## config.mk

```make
export PLATFORM = sky130hd
export DESIGN_NAME = tga_rle_pixel_decoder
export DESIGN_NICKNAME = d
export VERILOG_FILES = /design/src/hw/rtl/trle_pkg.sv /design/src/hw/rtl/trle_col_mod.sv /design/src/hw/rtl/tga_rle_pixel_decoder.sv
export SDC_FILE = /design/constraint.sdc
export NUM_CORES = 1
export LEC_CHECK = 0
export BUFFER_PORTS_ARGS = -buffer_cell sky130_fd_sc_hd__buf_4
export CAP_MARGIN = 15
export CELL_PAD_IN_SITES_DETAIL_PLACEMENT = 0
export CELL_PAD_IN_SITES_GLOBAL_PLACEMENT = 1
export CORE_ASPECT_RATIO = 1.1
export CORE_MARGIN = 1
export CORE_UTILIZATION = 48
export CTS_BUF_LIST = sky130_fd_sc_hd__clkbuf_16
export DETAILED_ROUTE_END_ITERATION = 6
export GPL_ROUTABILITY_DRIVEN = 1
export HOLD_SLACK_MARGIN = 0.06
export PLACE_DENSITY = 0.81
export SLEW_MARGIN = 15
export SYNTH_ARGS = -nofsm -noshare
export SYNTH_HDL_FRONTEND = slang
export SYNTH_SLANG_ARGS = --single-unit
```

## constraint.sdc

```tcl
create_clock -name clk -period 7.25 [get_ports clk]
set_clock_uncertainty 0.2 [all_clocks]
set_input_delay 1.45 -clock clk [delete_from_list [all_inputs] [get_ports clk]]
set_output_delay 1.45 -clock clk [all_outputs]
set_load 0.01 [all_outputs]
```

## src/hw/rtl/trle_pkg.sv

```systemverilog
package trle_pkg;

    localparam int unsigned COL_W  = 16;
    localparam int unsigned SUM_W  = COL_W + 1;
    localparam int unsigned STEP_W = $clog2(SUM_W);

    localparam logic [1:0] CFG_RLE_MODE   = 2'd0;
    localparam logic [1:0] CFG_FOUR_BYTE  = 2'd1;
    localparam logic [1:0] CFG_LINE_WIDTH = 2'd2;

    localparam logic [6:0] HDR_COUNT_MASK = 7'h7f;
    localparam logic [7:0] ALPHA_OPAQUE   = 8'hff;
    localparam logic [1:0] LAST_POS_BGR   = 2'd2;
    localparam logic [1:0] LAST_POS_BGRA  = 2'd3;

    typedef struct packed {
        logic       start_image;
        logic [7:0] data_byte;
    } trle_in_t;

    typedef struct packed {
        logic [7:0] red;
        logic [7:0] green;
        logic [7:0] blue;
        logic [7:0] alpha;
        logic [7:0] repeat_count;
        logic       row_end;
        logic       row_overrun;
    } trle_out_t;

    typedef struct packed {
        logic             start;
        logic             cancel;
        logic [SUM_W-1:0] dividend;
        logic [COL_W-1:0] divisor;
    } trle_mod_req_t;

    typedef struct packed {
        logic             busy;
        logic             done;
        logic [COL_W-1:0] remainder;
    } trle_mod_rsp_t;

endpackage

```

## src/hw/rtl/trle_col_mod.sv

```systemverilog
// Bit-serial remainder of the column sum by the line width, one dividend bit per cycle.
module trle_col_mod (
    input  logic                   clk,
    input  logic                   rst_n,
    input  trle_pkg::trle_mod_req_t req,
    output trle_pkg::trle_mod_rsp_t rsp
);
    import trle_pkg::*;

    logic              busy_reg;
    logic [COL_W-1:0]  rem_reg;
    logic [SUM_W-1:0]  dvd_reg;
    logic [COL_W-1:0]  divisor_reg;
    logic [STEP_W-1:0] step_reg;

    logic [SUM_W-1:0]  trial;
    logic [SUM_W-1:0]  diff;
    logic              fits;
    logic [COL_W-1:0]  rem_next;
    logic              last_step;

    assign trial     = {rem_reg, dvd_reg[SUM_W-1]};
    assign diff      = trial - {1'b0, divisor_reg};
    assign fits      = trial >= {1'b0, divisor_reg};
    assign rem_next  = fits ? diff[COL_W-1:0] : trial[COL_W-1:0];
    assign last_step = step_reg == STEP_W'(SUM_W - 1);

    always_ff @(posedge clk or negedge rst_n)
    begin
        if (!rst_n)
        begin
            busy_reg <= 1'b0;
        end
        else if (req.cancel)
        begin
            busy_reg <= 1'b0;
        end
        else if (req.start)
        begin
            busy_reg <= 1'b1;
        end
        else if (busy_reg && last_step)
        begin
            busy_reg <= 1'b0;
        end
    end

    always_ff @(posedge clk)
    begin
        if (req.start)
        begin
            rem_reg     <= '0;
            dvd_reg     <= req.dividend;
            divisor_reg <= req.divisor;
            step_reg    <= '0;
        end
        else if (busy_reg)
        begin
            rem_reg  <= rem_next;
            dvd_reg  <= {dvd_reg[SUM_W-2:0], 1'b0};
            step_reg <= step_reg + STEP_W'(1);
        end
    end

    assign rsp.busy      = busy_reg;
    assign rsp.done      = busy_reg && last_step && !req.cancel;
    assign rsp.remainder = rem_next;

endmodule

```

## src/hw/rtl/tga_rle_pixel_decoder.sv

```systemverilog
// Targa true-color pixel data decoder (image types 2 and 10). Feed it the byte stream
// that follows the header and color map, one byte per src word; set start_image on the
// first byte of an image to clear packet, pixel and column state. In run-length mode each
// packet opens with a header byte (count = bits 6..0 plus one, bit 7 = run). Pixels arrive
// as B,G,R or B,G,R,A; every completed pixel leaves one dst word with RGBA (alpha 255 for
// 24-bit pixels), a repeat count (the packet count for a run, else 1), and row_end /
// row_overrun flags from a column counter that wraps modulo line_width (0 acts as 1).
// Rate: one byte per cycle while src_stall is low. A byte is held in the input register and
// its result is registered in the output register. The column is normally updated in the
// same pass as the result; only when it passes the row end more than once (column + count
// >= 2 * line_width) does a bit-serial remainder unit settle it, and the next pixel-completing
// byte waits in the input register until it finishes. dst_stall backs up into src_stall only
// when the output register is full and the byte in hand completes a pixel. Configuration is
// written through cfg_write_en / cfg_index / cfg_data; the user must write it only while the
// block is idle, as the block itself does not enforce this.
module tga_rle_pixel_decoder (
    input  logic                    clk,
    input  logic                    rst_n,

    input  logic                    src_valid,
    output logic                    src_stall,
    input  trle_pkg::trle_in_t      src_word,

    output logic                    dst_valid,
    input  logic                    dst_stall,
    output trle_pkg::trle_out_t     dst_word,

    input  logic                    cfg_write_en,
    input  logic [1:0]              cfg_index,
    input  logic [15:0]             cfg_data
);
    import trle_pkg::*;

    // configuration
    logic             rle_mode_reg;
    logic             four_byte_reg;
    logic [COL_W-1:0] line_width_reg;

    // input register
    logic             src_valid_reg;
    trle_in_t         src_word_reg;

    // stream state
    logic             expect_header_reg, expect_header_next;
    logic             packet_is_run_reg, packet_is_run_next;
    logic [7:0]       pixels_left_reg, pixels_left_next;
    logic [1:0]       byte_index_reg, byte_index_next;
    logic [23:0]      pixel_held_reg, pixel_held_next;
    logic [COL_W-1:0] column_reg, column_next;

    // output register
    logic             dst_valid_reg;
    trle_out_t        dst_word_reg, dst_word_next;

    // effective state after an optional start_image clear
    logic             eff_expect;
    logic             eff_run;
    logic [7:0]       eff_left;
    logic [1:0]       eff_index;
    logic [23:0]      eff_held;
    logic [COL_W-1:0] eff_column;

    logic [7:0]       b;
    logic [1:0]       last_pos;
    logic             is_header;
    logic             is_store;
    logic             is_result;
    logic [7:0]       left;
    logic [7:0]       count;
    logic [COL_W-1:0] width;
    logic [SUM_W-1:0] sum;
    logic [SUM_W-1:0] sum_less_width;
    logic             wrap_none;
    logic             wrap_once;

    logic             src_accept;
    logic             out_free;
    logic             blocked;
    logic             advance;

    trle_mod_req_t    mod_req;
    trle_mod_rsp_t    mod_rsp;

    assign src_accept = src_valid && !src_stall;
    assign b          = src_word_reg.data_byte;

    // start_image clears packet, pixel and column state before the byte is used
    always_comb
    begin
        if (src_word_reg.start_image)
        begin
            eff_expect = 1'b1;
            eff_run    = 1'b0;
            eff_left   = '0;
            eff_index  = '0;
            eff_held   = '0;
            eff_column = '0;
        end
        else
        begin
            eff_expect = expect_header_reg;
            eff_run    = packet_is_run_reg;
            eff_left   = pixels_left_reg;
            eff_index  = byte_index_reg;
            eff_held   = pixel_held_reg;
            eff_column = column_reg;
        end
    end

    assign last_pos  = four_byte_reg ? LAST_POS_BGRA : LAST_POS_BGR;
    assign is_header = rle_mode_reg && eff_expect;
    assign is_store  = !is_header && (eff_index < last_pos);
    assign is_result = !is_header && !is_store;

    // an empty packet still yields one pixel
    assign left  = (eff_left == 8'd0) ? 8'd1 : eff_left;
    assign count = (rle_mode_reg && eff_run) ? left : 8'd1;

    assign width          = (line_width_reg == '0) ? COL_W'(1) : line_width_reg;
    assign sum            = {1'b0, eff_column} + SUM_W'(count);
    assign sum_less_width = sum - {1'b0, width};
    assign wrap_none      = sum < {1'b0, width};
    assign wrap_once      = sum_less_width < {1'b0, width};

    // next packet and pixel state
    always_comb
    begin
        expect_header_next = eff_expect;
        packet_is_run_next = eff_run;
        pixels_left_next   = eff_left;
        byte_index_next    = eff_index;
        pixel_held_next    = eff_held;

        if (is_header)
        begin
            pixels_left_next   = {1'b0, b[6:0] & HDR_COUNT_MASK} + 8'd1;
            packet_is_run_next = b[7];
            expect_header_next = 1'b0;
            byte_index_next    = '0;
        end
        else if (is_store)
        begin
            case (eff_index)
                2'd0:    pixel_held_next[7:0]   = b;
                2'd1:    pixel_held_next[15:8]  = b;
                default: pixel_held_next[23:16] = b;
            endcase
            byte_index_next = eff_index + 2'd1;
        end
        else
        begin
            byte_index_next = '0;
            if (rle_mode_reg)
            begin
                if (eff_run)
                begin
                    pixels_left_next   = '0;
                    expect_header_next = 1'b1;
                end
                else
                begin
                    pixels_left_next   = left - 8'd1;
                    expect_header_next = (left == 8'd1);
                end
            end
        end
    end

    // result word
    always_comb
    begin
        dst_word_next.blue         = eff_held[7:0];
        dst_word_next.green        = eff_held[15:8];
        dst_word_next.red          = four_byte_reg ? eff_held[23:16] : b;
        dst_word_next.alpha        = four_byte_reg ? b : ALPHA_OPAQUE;
        dst_word_next.repeat_count = count;
        dst_word_next.row_end      = !wrap_none;
        dst_word_next.row_overrun  = sum > {1'b0, width};
    end

    // a completing byte needs a free output slot and a settled column
    assign out_free  = !dst_valid_reg || !dst_stall;
    assign blocked   = is_result && (!out_free || mod_rsp.busy);
    assign advance   = src_valid_reg && !blocked;
    assign src_stall = src_valid_reg && !advance;

    // hand multi-wrap runs to the remainder unit; start_image drops any pending work
    assign mod_req.start    = advance && is_result && !wrap_none && !wrap_once;
    assign mod_req.cancel   = advance && src_word_reg.start_image;
    assign mod_req.dividend = sum;
    assign mod_req.divisor  = width;

    trle_col_mod u_col_mod (
        .clk   (clk),
        .rst_n (rst_n),
        .req   (mod_req),
        .rsp   (mod_rsp)
    );

    always_comb
    begin
        column_next = column_reg;
        if (advance && src_word_reg.start_image)
        begin
            column_next = '0;
        end
        else if (advance && is_result)
        begin
            column_next = wrap_none ? sum[COL_W-1:0] : sum_less_width[COL_W-1:0];
        end
        else if (mod_rsp.done)
        begin
            column_next = mod_rsp.remainder;
        end
    end

    // configuration registers
    always_ff @(posedge clk or negedge rst_n)
    begin
        if (!rst_n)
        begin
            rle_mode_reg   <= 1'b1;
            four_byte_reg  <= 1'b1;
            line_width_reg <= COL_W'(1);
        end
        else if (cfg_write_en)
        begin
            case (cfg_index)
                CFG_RLE_MODE:   rle_mode_reg   <= cfg_data[0];
                CFG_FOUR_BYTE:  four_byte_reg  <= cfg_data[0];
                CFG_LINE_WIDTH: line_width_reg <= cfg_data;
                default:        ;
            endcase
        end
    end

    // input register, stream state and output valid
    always_ff @(posedge clk or negedge rst_n)
    begin
        if (!rst_n)
        begin
            src_valid_reg     <= 1'b0;
            expect_header_reg <= 1'b1;
            packet_is_run_reg <= 1'b0;
            pixels_left_reg   <= '0;
            byte_index_reg    <= '0;
            pixel_held_reg    <= '0;
            column_reg        <= '0;
            dst_valid_reg     <= 1'b0;
        end
        else
        begin
            if (src_accept)
            begin
                src_valid_reg <= 1'b1;
            end
            else if (advance)
            begin
                src_valid_reg <= 1'b0;
            end

            if (advance)
            begin
                expect_header_reg <= expect_header_next;
                packet_is_run_reg <= packet_is_run_next;
                pixels_left_reg   <= pixels_left_next;
                byte_index_reg    <= byte_index_next;
                pixel_held_reg    <= pixel_held_next;
            end
            column_reg <= column_next;

            if (advance && is_result)
            begin
                dst_valid_reg <= 1'b1;
            end
            else if (!dst_stall)
            begin
                dst_valid_reg <= 1'b0;
            end
        end
    end

    // payload registers: hold while stalled
    always_ff @(posedge clk)
    begin
        if (src_accept)
        begin
            src_word_reg <= src_word;
        end
        if (advance && is_result)
        begin
            dst_word_reg <= dst_word_next;
        end
    end

    assign dst_valid = dst_valid_reg;
    assign dst_word  = dst_word_reg;

endmodule

```

==> metrics.yaml, run 1 <==
sta:
  rsz0062_at_grt: "no"
  worst_slew_pin_slew_ns: 1.01
  fin_crit_ns: 6.91
  maxSlewViolCount: 0
  min_period_over_period: 0.953
  slew_headroom: 0.322
  setup-tns-final_ns: 0
  setup_ws_ns: 0.339
  finalSetupViolCount: 0
  finalHoldViolations: 0
  fmax_mhz: 145
critical_path:
  required_ns: 7.25
  cp_max_fo: 11
  end_kind: "register"
  critPathKind: "reg2reg"
  crit_slowest_cell: "or4_1"
  cpPeakStageDelay_ns: 0.43
  cp.arrival_ns: 6.91
  startpoint_type: "register"
synthesis:
  synth.distinct_cells: 77
  synthCells: 1029
  synth_warnings: 0
  synth_edf_count: 84
  syn_area_mm2: 0.0105
  async_reset_ff_frac: 0.410
  synth_nets: 1127
  yosys-top-cells-area: "edfxtp_1 (24%), dfrtp_1 (17%), ha_1 (7.5%)"
  synth.top_cell.area_share: 0.241
  ys.flop_type: "edfxtp_1"
  postSynthAreaPerCell_um2: 10.2
  ys_seq_area_frac: 0.456
  synth_seq_cells: 178
  yosys.area.top_type: "edfxtp_1"
floorplanning:
  initial_utilization: 0.490
  coreArea_mm2: 0.0214
  die_y_um: 157
  num_rows: 56
  chipWidth_um: 143
  dieArea_mm2: 0.0224
  num_io_pins: 76
placement:
  dp_hpwl_mm: 18.9
  gp_congestion: 0.887
  place_ws_ns: 0.140
  placed_cell_area_mm2: 0.0113
  numPortBuffers: 75
power:
  vdd_drop_max_uv: 200
  powerDensity_mw_per_mm2: 295
  p_total_uw: 3540
  cellLeakagePower_uw: 0.00506
layout:
  syn2layout_area_growth_pct: 14.7
  largest_reg_flops: 42
  antenna_cells: 0
  fin_nets: 1188
  layout_common_cells: "buf_4 (95), nand2_1 (87), edfxtp_1 (84)"
  layout_commonest_cell: "buf_4"
  stdcell_area_mm2: 0.0120
  final_layout_size_suffix_gt1_frac: 0.171
  fillers: 1858
  final_core_util: 0.561
drt:
  drc: 0
  wl_per_cell_um: 18.6
  final_antenna_net_count: 0
  drt_pass1_iterations: 5
  wl_mm: 25.9
  vias_per_cell: 5.72
  vias: 7971
  drtIter0Drc: 713
clock_tree:
  cts_htree_levels: 4
  cts_buffers: 17
  clock_sink_count: 178
  clock_path_buffers: 2
  clk_latency_ns: 0.44
  clk_pin_slew_ns: 0.08
  postCtsHoldBufs: 0
  cts_tree: "built"
  root_buffer: "clkbuf_16"
global_route:
  grt_usage: 0.242
  grt_pass1_wl_mm: 40.8
  grt_max_degree: 74
  first_global_vias: 7383
  antenna_found_initial: 0
  grt_overflow: 0
run:
  max_cap_viol_count: 0
status:
  status: "finished clean"
worst_hold_path:
  hp-class: "reg2reg"
-- kinds of logic (layout without fill, tap and decap cells) --
kind of cell | Yosys count | count (layout) | synth area share
AND/OR/NAND/NOR | 290 | 290 | 0.133
XOR/XNOR | 44 | 44 | 0.0376
AO/OA/AOI/OAI | 269 | 269 | 0.177
multiplexers | 63 | 63 | 0.0700
adder cells (fa/ha/maj) | 66 | 66 | 0.0811
flip-flops | 178 | 178 | 0.456
buffers and inverters | 119 | 193 | 0.0458
-- worst paths after layout --
check	startpoint	to	slack [ns]	depth (start not counted)
max	pixels_left_reg[6]$_DFFE_PN0P_	u_col_mod.dvd_reg[5]$_DFFE_PP_	0.34	26
min	pixel_held_reg[14]$_DFFE_PN0P_	pixel_held_reg[14]$_DFFE_PN0P_	0.30	1
max reg2reg	pixels_left_reg[6]$_DFFE_PN0P_	u_col_mod.dvd_reg[5]$_DFFE_PP_	0.34	26
min reg2reg	pixel_held_reg[14]$_DFFE_PN0P_	pixel_held_reg[14]$_DFFE_PN0P_	0.30	1
max in group asynchronous	rst_n	column_reg[15]$_DFFE_PN0P_	5.26	1
min in group asynchronous	rst_n	pixel_held_reg[3]$_DFFE_PN0P_	0.93	1
-- stage by stage --
stage               hold WS, ns  instances
floorplan                 0.258       1029
global placement          0.274       1354
detailed placement        0.280       1354
CTS                       0.298       1386
global route              0.312       1393
finish                    0.299       1393
-- Yosys cell counts (all sizes together) (4+ instances only) --
library cell   n
a21oi         59
nor2          80
o21bai         4
o21a          18
and3           8
xor2          18
nor3b          4
a211oi        21
nand2b         6
dfxtp         21
or3            4
clkbuf        45
a21o          12
o21ai         59
mux2          36
nor4           5
a22oi         11
mux2i         27
a22o          19
o22ai          6
a311oi         4
edfxtp        84
ha            63
a21boi         4
a31oi          9
nand3         12
inv           62
a2111oi        5
and2          11
dfrtp         69
xnor2         26
o211ai         6
o31a           4
nand4          8
nor2b         36
dfstp          4
nor3          16
buf           11
or2            5
nand2         87
o2111ai        4
-- worst max-delay path: cells and delay by family, from the launching register on --
kind | cells | cell delay, ns
buffers and inverters | 3 | 0.45
XOR/XNOR | 2 | 0.45
adder cells (fa/ha/maj) | 4 | 1.29
multiplexers | 1 | 0.31
flip-flops | 1 | 0.41
AO/OA/AOI/OAI | 8 | 1.84
AND/OR/NAND/NOR | 8 | 1.69
-- per-layer routing --
layer,share of wire,routed length [µm],track usage
met1,0.47,12200,0.353
met2,0.46,11800,0.369
met3,0.059,1520,0.0435
met4,0.015,387,0.0599
met5,0,0,0
-- what timing repair did --
action | in CTS | in global routing
gates resized for setup | 0 | 5
buffers inserted | 0 | 5
endpoints found under the setup margin | 0 | 43
-- where the power goes --
part	switching, µW	internal (µW)
Clock	495	486
Sequential	164	1220
Combinational	675	501
Total	1330	2210
-- cell type report --
class / instances / area [µm²] / share of cell area
well taps: 290 / 363 / 0.0302
clock buffers: 17 / 425 / 0.0355
repair buffers: 98 / 761 / 0.0634
multi-input cells: 732 / 5230 / 0.435
flip-flops and latches: 178 / 4770 / 0.398
clock inverters: 15 / 213 / 0.0177
inverters: 63 / 236 / 0.0197
No activity file was read; power rests on OpenSTA's default activity.
==> run 2, diff against run 1 <==
CORE_UTILIZATION = 25   (was 48)
PLACE_DENSITY = 0.48   (was 0.81)
REMOVE_ABC_BUFFERS = 1   (was default)
==> run 2 against run 1 <==
Compared with the run above:
- setup slack better by 0.11 ns
- largest cell class unchanged
- flip-flop and latch count is the same
- cell count increased by 20%
- highest routed layer unchanged
- critical path type unchanged
==> metrics.yaml, run 2 (synthesis results as in run 1) <==
status:
  status: "finished clean"
power:
  powerDensity_mw_per_mm2: 283
  p_total_uw: 3500
  vdd_drop_max_uv: 149
  cellLeakagePower_uw: 0.00507
layout:
  largest_reg_flops: 42
  layout_common_cells: "buf_4 (102), nand2_1 (87), edfxtp_1 (84)"
  final_layout_size_suffix_gt1_frac: 0.174
  fin_nets: 1195
  layout_commonest_cell: "buf_4"
  syn2layout_area_growth_pct: 17.9
  antenna_cells: 0
  instances_no_fill: 1670
  final_core_util: 0.299
sta:
  rsz0062_at_grt: "no"
  setup_ws_ns: 0.446
  finalHoldViolations: 0
  maxSlewViolCount: 0
  min_period_over_period: 0.939
  worst_slew_pin_slew_ns: 0.957
  setup-tns-final_ns: 0
  finalSetupViolCount: 0
  slew_headroom: 0.360
  fmax_mhz: 147
  fin_crit_ns: 6.80
critical_path:
  crit_end: "u_col_mod.dvd_reg[1]$_DFFE_PP_"
  startpoint: "pixels_left_reg[6]$_DFFE_PN0P_"
  cp_num_buf_inv: 5
  r2r_start: "pixels_left_reg[6]$_DFFE_PN0P_"
  startpoint_type: "register"
  end_kind: "register"
  rrSetupSlack_ns: 0.45
  cp.arrival_ns: 6.81
  critPathKind: "reg2reg"
  crit_slowest_cell: "or4_1"
  required_ns: 7.25
  cp_top_family: "simple AND/OR/NAND/NOR gates"
  cpPeakStageDelay_ns: 0.43
  timing.rr.end: "u_col_mod.dvd_reg[1]$_DFFE_PP_"
  path_depth: 28
  reg2regPathDepth: 28
  cp_max_fo: 17
placement:
  dp.cells: 1633
  numPortBuffers: 75
  dp_hpwl_mm: 23.2
  place_ws_ns: 0.134
  gp_congestion: 0.819
clock_tree:
  cts_tree: "built"
  clk_latency_ns: 0.44
  cts_buffers: 17
  clock_sink_count: 178
  cts_htree_levels: 4
  clock_path_buffers: 2
  root_buffer: "clkbuf_16"
  clk_pin_slew_ns: 0.07
global_route:
  first_global_vias: 8063
  grt_util_met1: 0.181
  use_met2: 0.269
  globalRoute.busiestLayer: "met2"
  gr-usage-met3: 0.0269
  grt_overflow: 0
  grt_usage: 0.151
  grt_max_degree: 65
  antenna_found_initial: 0
  grt_pass1_wl_mm: 48.6
floorplanning:
  num_rows: 78
  die_y_um: 217
  initial_utilization: 0.253
  coreArea_mm2: 0.0413
  num_io_pins: 76
  dieArea_mm2: 0.0427
  chipWidth_um: 197
drt:
  drt_pass1_iterations: 4
  drc: 0
  wl_per_cell_um: 18.5
  drtIter0Drc: 352
  vias: 7789
  wl_mm: 30.9
  vias_per_cell: 4.66
  final_antenna_net_count: 0
run:
  max_cap_viol_count: 0
worst_hold_path:
  hp-class: "reg2reg"
[run 2: report_power, final]
group / internal (µW) / switching [µW] / leakage [µW]
Clock: 457 / 427 / 0.000272
Sequential: 1220 / 160 / 0.00189
Combinational: 521 / 709 / 0.00291
Total: 2200 / 1300 / 0.00507
[run 2: worst min-delay path by stage]
stage                                              start                             end  depth (start not counted)
after global placement     pixel_held_reg[5]$_DFFE_PN0P_   pixel_held_reg[5]$_DFFE_PN0P_                          1
final                      pixel_held_reg[1]$_DFFE_PN0P_   pixel_held_reg[1]$_DFFE_PN0P_                          1
after detailed placement  pixel_held_reg[10]$_DFFE_PN0P_  pixel_held_reg[10]$_DFFE_PN0P_                          1
after global routing       pixel_held_reg[0]$_DFFE_PN0P_   pixel_held_reg[0]$_DFFE_PN0P_                          1
after CTS                  pixel_held_reg[5]$_DFFE_PN0P_   pixel_held_reg[5]$_DFFE_PN0P_                          1
after floorplan            pixel_held_reg[0]$_DFFE_PN0P_   pixel_held_reg[0]$_DFFE_PN0P_                          1
[run 2: worst register-to-register path: cells and delay by family, from the launching register on]
family / cells / cell delay [ns]
buf+inv: 5 / 0.76
xor+xnor: 2 / 0.44
flops: 1 / 0.41
fa+ha+maj: 4 / 1.17
simple gates: 8 / 1.81
compound gates: 9 / 1.78
[run 2: metal layers]
| layer | vias to the layer above | routed length, µm |
|---|---|---|
| met5 | - | 0 |
| li1 | 3856 | - |
| met4 | 0 | 815 |
| met2 | 125 | 15600 |
| met1 | 3767 | 13600 |
| met3 | 41 | 793 |
[run 2: timing repair]
action,in CTS,in global routing
setup endpoints to repair,0,72
gates resized for setup,0,9
hold buffers,0,0
buffers inserted,0,5
[run 2: layout make-up]
type / count / area (µm²)
sequential: 178 / 4770
fill: 4332 / 28900
multi-input combinational: 732 / 5260
clock buffer: 18 / 450
tap: 560 / 701
inverter: 63 / 236
timing repair buffer: 105 / 826
clock inverter: 14 / 88.8
[run 2: stage by stage]
stage	area [µm²]	hold slack (ns)
6_report	12300	0.294
5_1_grt	12300	0.319
4_1_cts	12300	0.299
3_5_place_dp	11700	0.281
3_3_place_gp	11700	0.279
2_1_floorplan	10200	0.258
==> run 3, diff against run 2 <==
ABC_AREA = 1   (was default)
PLACE_DENSITY = 0.5   (was 0.48)
==> run 3 against run 2 <==
Compared with the run above:
- via count increased by 20%
- largest power group is now combinational cells
- power up 14%
- cell count is 25% higher
- cell area grew 3.2%
- highest routed layer unchanged
- sequential share of layout area decreased by 1.2 points
- non-clock buffer count decreased by 11
- maximum frequency increased by 6.5%
==> metrics.yaml, run 3 <==
critical_path:
  cpPeakStageDelay_ns: 0.45
  required_ns: 7.17
  end_kind: "register"
  cpMostUsedCell: "nand2_1"
  crit_slowest_cell: "fa_1"
  cp_max_fo: 20
  critPathKind: "reg2reg"
  startpoint_type: "register"
  cp.arrival_ns: 6.30
clock_tree:
  root_buffer: "clkbuf_16"
  cts_buffers: 17
  cts_tree: "built"
  clock_path_buffers: 2
  cts_htree_levels: 4
  clk_latency_ns: 0.46
  clock_sink_count: 178
  clk_pin_slew_ns: 0.07
layout:
  layout_common_cells: "nand2_1 (382), inv_1 (196), nor2_1 (143)"
  final_layout_size_suffix_gt1_frac: 0.105
  syn2layout_area_growth_pct: 15.2
  fin_nets: 1599
  largest_reg_flops: 42
  layout_commonest_cell: "nand2_1"
  antenna_cells: 0
  stdcell_area_mm2: 0.0127
  final_core_util: 0.292
drt:
  vias: 9385
  wl_per_cell_um: 17.6
  drc: 0
  drtIter0Drc: 499
  wl_mm: 36.8
  drt_pass1_iterations: 5
  final_antenna_net_count: 0
  vias_per_cell: 4.49
sta:
  rsz0062_at_grt: "no"
  setup-tns-final_ns: 0
  fin_crit_ns: 6.39
  maxSlewViolCount: 0
  min_period_over_period: 0.881
  finalHoldViolations: 0
  fmax_mhz: 157
  slew_headroom: 0.348
  finalSetupViolCount: 0
  worst_slew_pin_slew_ns: 0.978
synthesis:
  synth.most_common_cell: "nand2_1"
  synth.distinct_cells: 52
  ys_seq_area_frac: 0.432
  syn_area_mm2: 0.0111
  synth_warnings: 0
  yosys.area.top_type: "edfxtp_1"
  synth_edf_count: 84
  yosys-top-cells-area: "edfxtp_1 (23%), dfrtp_1 (16%), nand2_1 (13%)"
  netlist_top_cells_count: "nand2_1 (383), inv_1 (191), nor2_1 (144)"
  postSynthAreaPerCell_um2: 7.65
  ys.flop_type: "edfxtp_1"
  synthCells: 1445
  synth_seq_cells: 178
  async_reset_ff_frac: 0.410
  synth.top_cell.area_share: 0.228
worst_hold_path:
  hp-class: "reg2reg"
floorplanning:
  chipWidth_um: 203
  num_io_pins: 76
  dieArea_mm2: 0.0451
  die_y_um: 223
  initial_utilization: 0.254
  coreArea_mm2: 0.0435
  num_rows: 80
global_route:
  grt_usage: 0.169
  grt_max_degree: 66
  grt_overflow: 0
  antenna_found_initial: 0
  first_global_vias: 9500
  grt_pass1_wl_mm: 57.2
run:
  max_cap_viol_count: 0
placement:
  placed_cell_area_mm2: 0.0122
  numPortBuffers: 75
  dp_hpwl_mm: 27.9
  gp_congestion: 0.835
status:
  status: "finished clean"
power:
  powerDensity_mw_per_mm2: 312
  vdd_drop_max_uv: 183
  cellLeakagePower_uw: 0.00613
==> run 3: cell count changes after synthesis, sizes merged, moves of 19 or more <==
cell	delta
a21oi	+28
mux2	-36
o21ai	+43
nand3	+98
nand2	+306
a211oi	-20
a22o	-19
nor2	+71
inv	+134
mux2i	-27
nor2b	-36
==> run 3: where the power goes <==
group          total (µW)  internal, µW  switching, µW
registers            1390          1260            131
clock network         853           430            423
logic                1720           582           1140
total                3970          2280           1700
==> run 3: kinds of logic (layout without fill, tap and decap cells) <==
| family | count (synthesis) | count (layout) | synth area share |
|---|---|---|---|
| and+or+nand+nor | 710 | 710 | 0.278 |
| AOI/OAI and AO/OA | 209 | 209 | 0.101 |
| buffers and inverters | 254 | 323 | 0.0909 |
| xor gates and xnor gates | 28 | 28 | 0.0222 |
| DFF | 178 | 178 | 0.432 |
| adders and majority gates | 66 | 66 | 0.0767 |
==> run 3: final cells by class <==
cell class	count	area, µm²
fill	4786	30800
tap	574	718
sequential	178	4770
timing repair buffer	94	706
multi-input combinational	1013	5290
inverter	197	742
clock buffer	17	425
clock inverter	15	80.1
==> run 3: critical path, delay by kind of cell (launching register included) <==
kind,cells,cell delay [ns]
AOI/OAI and AO/OA,2,0.53
buffers and inverters,6,0.83
DFF,1,0.42
adders and majority gates,3,1.08
and+or+nand+nor,20,2.84
xor gates and xnor gates,1,0.15
==> run 3: routing by layer <==
| layer | vias up | global-route usage | wire length, µm |
|---|---|---|---|
| met4 | 0 | 0.0444 | 459 |
| met3 | 24 | 0.0270 | 1150 |
| li1 | 4788 | - | - |
| met2 | 154 | 0.305 | 18800 |
| met1 | 4419 | 0.207 | 16400 |
| met5 | - | 0 | 0 |
==> run 3: stage by stage <==
| stage | worst slack [ns] | hold WS [ns] | total power (µW) | instances |
|---|---|---|---|---|
| floorplan | 0.758 | 0.247 | 2560 | 1388 |
| global placement | 0.496 | 0.267 | 3160 | 2056 |
| detailed placement | 0.413 | 0.271 | 3150 | 2056 |
| CTS | 0.400 | 0.282 | 4030 | 2088 |
| global route | 0.168 | 0.297 | 4310 | 2088 |
| finish | 0.863 | 0.280 | 3970 | 2088 |
==> run 3: final timing paths <==
path	startpoint	end	slack (ns)	cells after the start
setup reg to reg	src_word_reg[8]$_DFFE_PP_	u_col_mod.dvd_reg[16]$_DFFE_PP_	0.86	32
hold reg to reg	line_width_reg[13]$_DFFE_PN0P_	u_col_mod.divisor_reg[13]$_DFFE_PN_	0.28	0
hold / removal	line_width_reg[13]$_DFFE_PN0P_	u_col_mod.divisor_reg[13]$_DFFE_PN_	0.28	0
min in group asynchronous	rst_n	pixel_held_reg[14]$_DFFE_PN0P_	0.60	1
max in group asynchronous	rst_n	line_width_reg[11]$_DFFE_PN0P_	5.06	2
setup / recovery	src_word_reg[8]$_DFFE_PP_	u_col_mod.dvd_reg[16]$_DFFE_PP_	0.86	32
==> run 3: what timing repair did <==
item	4_1_cts	5_1_grt
hold buffers	0	0
setup endpoints to repair	0	46
gates resized for setup	0	4
setup buffers	0	0
